## src/rtl/tcw_pkg.sv

```systemverilog
// shared types, codes and defaults for the text console writer
`default_nettype none

package tcw_pkg;

    localparam int COLUMNS_DEF   = 80;
    localparam int ROWS_DEF      = 25;
    localparam int TAB_WIDTH_DEF = 4;

    localparam int IN_W  = 32;
    localparam int OUT_W = 32;

    // action codes
    localparam logic [2:0] ACT_CHAR   = 3'd0;
    localparam logic [2:0] ACT_CLEAR  = 3'd1;
    localparam logic [2:0] ACT_THEME  = 3'd2;
    localparam logic [2:0] ACT_COLOUR = 3'd3;
    localparam logic [2:0] ACT_READ   = 3'd4;

    // control characters
    localparam logic [7:0] CH_LF    = 8'h0A;
    localparam logic [7:0] CH_CR    = 8'h0D;
    localparam logic [7:0] CH_TAB   = 8'h09;
    localparam logic [7:0] CH_BS    = 8'h08;
    localparam logic [7:0] CH_SPACE = 8'h20;

    localparam logic [7:0] ATTR_DARK  = 8'h07;
    localparam logic [7:0] ATTR_LIGHT = 8'hF0;

    // sweep kinds
    localparam logic [1:0] SW_FILL    = 2'd0;
    localparam logic [1:0] SW_RECOLOR = 2'd1;
    localparam logic [1:0] SW_SCROLL  = 2'd2;

    typedef struct packed {
        logic load;
        logic exec;
        logic sweep_go;
        logic boot;
        logic out_load;
    } tcw_cmd_t;

    typedef struct packed {
        logic need_sweep;
        logic need_read;
        logic sweep_done;
        logic out_free;
    } tcw_status_t;

endpackage

`default_nettype wire

```

## src/rtl/tcw_ctrl.sv

```systemverilog
// controller state machine of the text console writer
`default_nettype none

module tcw_ctrl import tcw_pkg::*;
(
    input  wire logic        clk,
    input  wire logic        rst_n,
    input  wire logic        s_tvalid,
    output logic             s_tready,
    output tcw_cmd_t         cmd,
    input  wire tcw_status_t st
);

    localparam logic [2:0] S_BOOT      = 3'd0;
    localparam logic [2:0] S_BOOT_WAIT = 3'd1;
    localparam logic [2:0] S_IDLE      = 3'd2;
    localparam logic [2:0] S_EXEC      = 3'd3;
    localparam logic [2:0] S_SWEEP     = 3'd4;
    localparam logic [2:0] S_READ      = 3'd5;
    localparam logic [2:0] S_OUT       = 3'd6;

    logic [2:0] state_reg;
    logic [2:0] state_next;

    assign s_tready = (state_reg == S_IDLE);

    always_comb
    begin
        state_next = state_reg;
        cmd        = '0;
        case (state_reg)
            S_BOOT:
            begin
                cmd.sweep_go = 1'b1;
                cmd.boot     = 1'b1;
                state_next   = S_BOOT_WAIT;
            end
            S_BOOT_WAIT:
            begin
                if (st.sweep_done)
                begin
                    state_next = S_IDLE;
                end
            end
            S_IDLE:
            begin
                if (s_tvalid)
                begin
                    cmd.load   = 1'b1;
                    state_next = S_EXEC;
                end
            end
            S_EXEC:
            begin
                cmd.exec     = 1'b1;
                cmd.sweep_go = st.need_sweep;
                if (st.need_sweep)
                begin
                    state_next = S_SWEEP;
                end
                else if (st.need_read)
                begin
                    state_next = S_READ;
                end
                else
                begin
                    state_next = S_OUT;
                end
            end
            S_SWEEP:
            begin
                if (st.sweep_done)
                begin
                    state_next = S_OUT;
                end
            end
            S_READ:
            begin
                state_next = S_OUT;
            end
            S_OUT:
            begin
                if (st.out_free)
                begin
                    cmd.out_load = 1'b1;
                    state_next   = S_IDLE;
                end
            end
            default:
            begin
                state_next = S_BOOT;
            end
        endcase
    end

    always_ff @(posedge clk or negedge rst_n)
    begin
        if (!rst_n)
        begin
            state_reg <= S_BOOT;
        end
        else
        begin
            state_reg <= state_next;
        end
    end

endmodule

`default_nettype wire

```

## config.mk

```make
export PLATFORM = sky130hd
export DESIGN_NAME = tcw_ctrl
export DESIGN_NICKNAME = d
export VERILOG_FILES = /design/src/rtl/tcw_pkg.sv /design/src/rtl/tcw_ctrl.sv
export SDC_FILE = /design/constraint.sdc
export NUM_CORES = 1
export LEC_CHECK = 0
export ABC_AREA = 0
export ABC_CLOCK_PERIOD_IN_PS = 2000
export BUFFER_PORTS_ARGS = -buffer_cell sky130_fd_sc_hd__buf_2
export CORE_AREA = 10 10 47 49
export CTS_CLUSTER_DIAMETER = 100
export DETAILED_ROUTE_END_ITERATION = 10
export DIE_AREA = 0 0 57 59
export GPL_ROUTABILITY_DRIVEN = 0
export GPL_TIMING_DRIVEN = 1
export PLACE_DENSITY = 0.42
export SLEW_MARGIN = 10
export SYNTH_ARGS = -nofsm -noshare
export SYNTH_HDL_FRONTEND = slang
export SYNTH_SLANG_ARGS = --single-unit
export TNS_END_PERCENT = 10
```

## constraint.sdc

```tcl
create_clock -name clk -period 2 [get_ports clk]
set_input_delay 0.2 -clock clk [delete_from_list [all_inputs] [get_ports clk]]
set_output_delay 0.2 -clock clk [all_outputs]
set_load 0.02 [all_outputs]
```

==> summary.txt <==
outcome = complete, no violations
row count = 14
Setup TNS = 0 ns
CTS Buf Count = 3
initial antenna violation count = 0
Hold Slack = 0.239 ns
postcts setup bufs = 0
routed len/inst = 11.6 um
P_leak = 0.168 nW
CTS Sinks = 3
Worst Hold Path Cells = 3
Die ar. = 3360 um^2
vias in the first global route = 248
clk_lat worst skew = 0.23 ns
max reg flops = 3
layout cells sized above 1 = 50.0%
n_diodes = 0
Avg Inst Size Synth = 9.83 um^2
fmax = 671 MHz
Worst EP arrival = 1.29 ns
# DRC = 0
flop2flop setup slack = 0.96 ns
Slowest-stage cell, CP = dfrtp_1
critical path class = reg -> out
NetSw = 232 uW
die height = 59 um
CP startpoint kind = register
fin util = 22.3%
placed insts = 47
maxcap violations = 0
Net Sw Frac = 45.1%
1st-pass router iterations = 5
aggregate global-route resource usage = 3.85%
Max-slew headroom = 80.4%
Routed WL = 602 um
via count = 222
worst path cell trace = and3b_2, a21o_1, buf_2
CP Capture Type = output port
Clock Root Buffer = clkbuf_4
Yosys cell types = 15
Sequential Power Share = 30.8%
initial DRC count = 9
Worst R2R Path Depth = 2
global-route wire length before repair = 1020 um
total grt overflow = 0
Required @ worst endpoint = 1.80 ns
Final setup violation count = 0
crit share post-route = 74.5%
cell family with most CP delay = flip-flops
area of the core = 1400 um^2
vias per inst = 4.27
largest net degree at the start of global routing = 12
IO Pins = 13
Detail Placement HPWL = 475 um
Worst-path clk slew = 0.04 ns
Worst Hold Class = in -> reg
CTS tree = done
share of power burned in the clock network = 20.8%
Gate power share = 48.4%
RSZ-0062 raised after global routing = false
Worst Path Buf+Inv = 1
Warnings, synthesis = 0
DRT antenna net count = 0
PD cells = 1640 nW/um^2
max incr delay on CP = 0.48 ns
Worst Slack Setup Final = 0.510 ns
post-synth net total = 28
Internal Power = 282 uW
starting density of the core = 14.7%
worst-path fanout max = 9
Slew Viols, Final = 0
non-filler cells, final = 52
mapped cell area = 206 um^2
Max Root-Sink Buffers = 2
Levels on crit path = 3
P&R area growth vs syn = 51.5%
Mapped Cells = 21
I/O Buffers = 12
# H-tree levels = 1
sequential area share after synthesis = 36.4%
Die Width = 57 um
min cycle time layout = 1.49 ns
final hold vios = 0
number of synthesized register bits = 3
clock skew = 0.00103 ns
layout net count = 44
Max IR drop VDD = 547 uV
worst slack, placed = 0.761 ns
Tightest Pin Transition = 0.293 ns
metrics by stage:
| stage | total power, mW | cell area, um^2 |
|---|---|---|
| 2_1_floorplan | 0.336 | 206 |
| 3_3_place_gp | 0.418 | 277 |
| 3_5_place_dp | 0.411 | 277 |
| 4_1_cts | 0.525 | 313 |
| 5_1_grt | 0.567 | 313 |
| 6_report | 0.513 | 313 |
placed cells by master (no fill, tap or decap):
cell / n
and2_1: 1
o311a_1: 1
clkbuf_4: 3
dlygate4sd3_1: 1
a21o_1: 2
nor3b_2: 1
a311oi_1: 1
and3b_2: 1
nand2b_1: 1
and3b_1: 1
and4b_2: 1
buf_2: 12
nor3_1: 1
dfrtp_1: 3
clkbuf_1: 1
nand3b_1: 1
o21ai_0: 2
a21oi_1: 2
cells in the mapped netlist:
cell      instances  area, um^2
dfrtp_1           3        75.1
a21o_1            2        15.0
a21oi_1           2        10.0
buf_2             2        10.0
o21ai_0           2        10.0
a311oi_1          1        8.76
and2_1            1        6.26
and3b_1           1        8.76
and3b_2           1        10.0
and4b_2           1        11.3
nand2b_1          1        6.26
nand3b_1          1        7.51
nor3_1            1        5.00
nor3b_2           1        12.5
o311a_1           1        10.0
cell type report:
type | count | area (um^2)
Tap cell | 16 | 20.0
Fill cell | 168 | 1090
Clock buffer | 4 | 26.3
Sequential cell | 3 | 75.1
Timing Repair Buffer | 13 | 70.1
Multi-Input combinational cell | 16 | 121
routing by layer:
metal	vias to the layer above	share of wire (%)	global-route usage [%]
met5	-	0	0
met2	12	40	4.34
li1	111	-	-
met4	0	0	3.02
met1	99	48	4.64
met3	0	12	2.79
power groups by stage:
stage          Clock, mW  Sequential [mW]  Combinational, mW
6_report           0.107            0.158              0.248
5_1_grt            0.119            0.171              0.278
4_1_cts            0.111            0.159              0.255
3_5_place_dp           0            0.160              0.251
3_3_place_gp           0            0.163              0.255
2_1_floorplan          0            0.109              0.226
cell families after synthesis:
family	synth area share, %
AO/OA/AOI/OAI	26.1
flip-flops	36.4
buffers and inverters	4.85
AND/OR/NAND/NOR	32.7
repair_timing:
action / CTS / global route
endpoints found under the hold margin: 3 / 0
hold buffers: 1 / 0
resized for setup: 0 / 0
worst reg2reg max path: cells and delay by family (launching register included):
family           cells  cell delay, ns
AO/OA/AOI/OAI        1            0.25
AND/OR/NAND/NOR      1            0.21
flip-flops           1            0.47
path summary, 6_finish.rpt:
path	from	end
hold reg to reg	state_reg[2]	state_reg[0]
hold / removal	st[1]	state_reg[1]
min in group asynchronous	rst_n	state_reg[1]
max in group asynchronous	rst_n	state_reg[2]
setup reg to reg	state_reg[0]	state_reg[0]
setup / recovery	state_reg[2]	cmd[2]
Note: power is estimated with default switching activity, not from simulation.
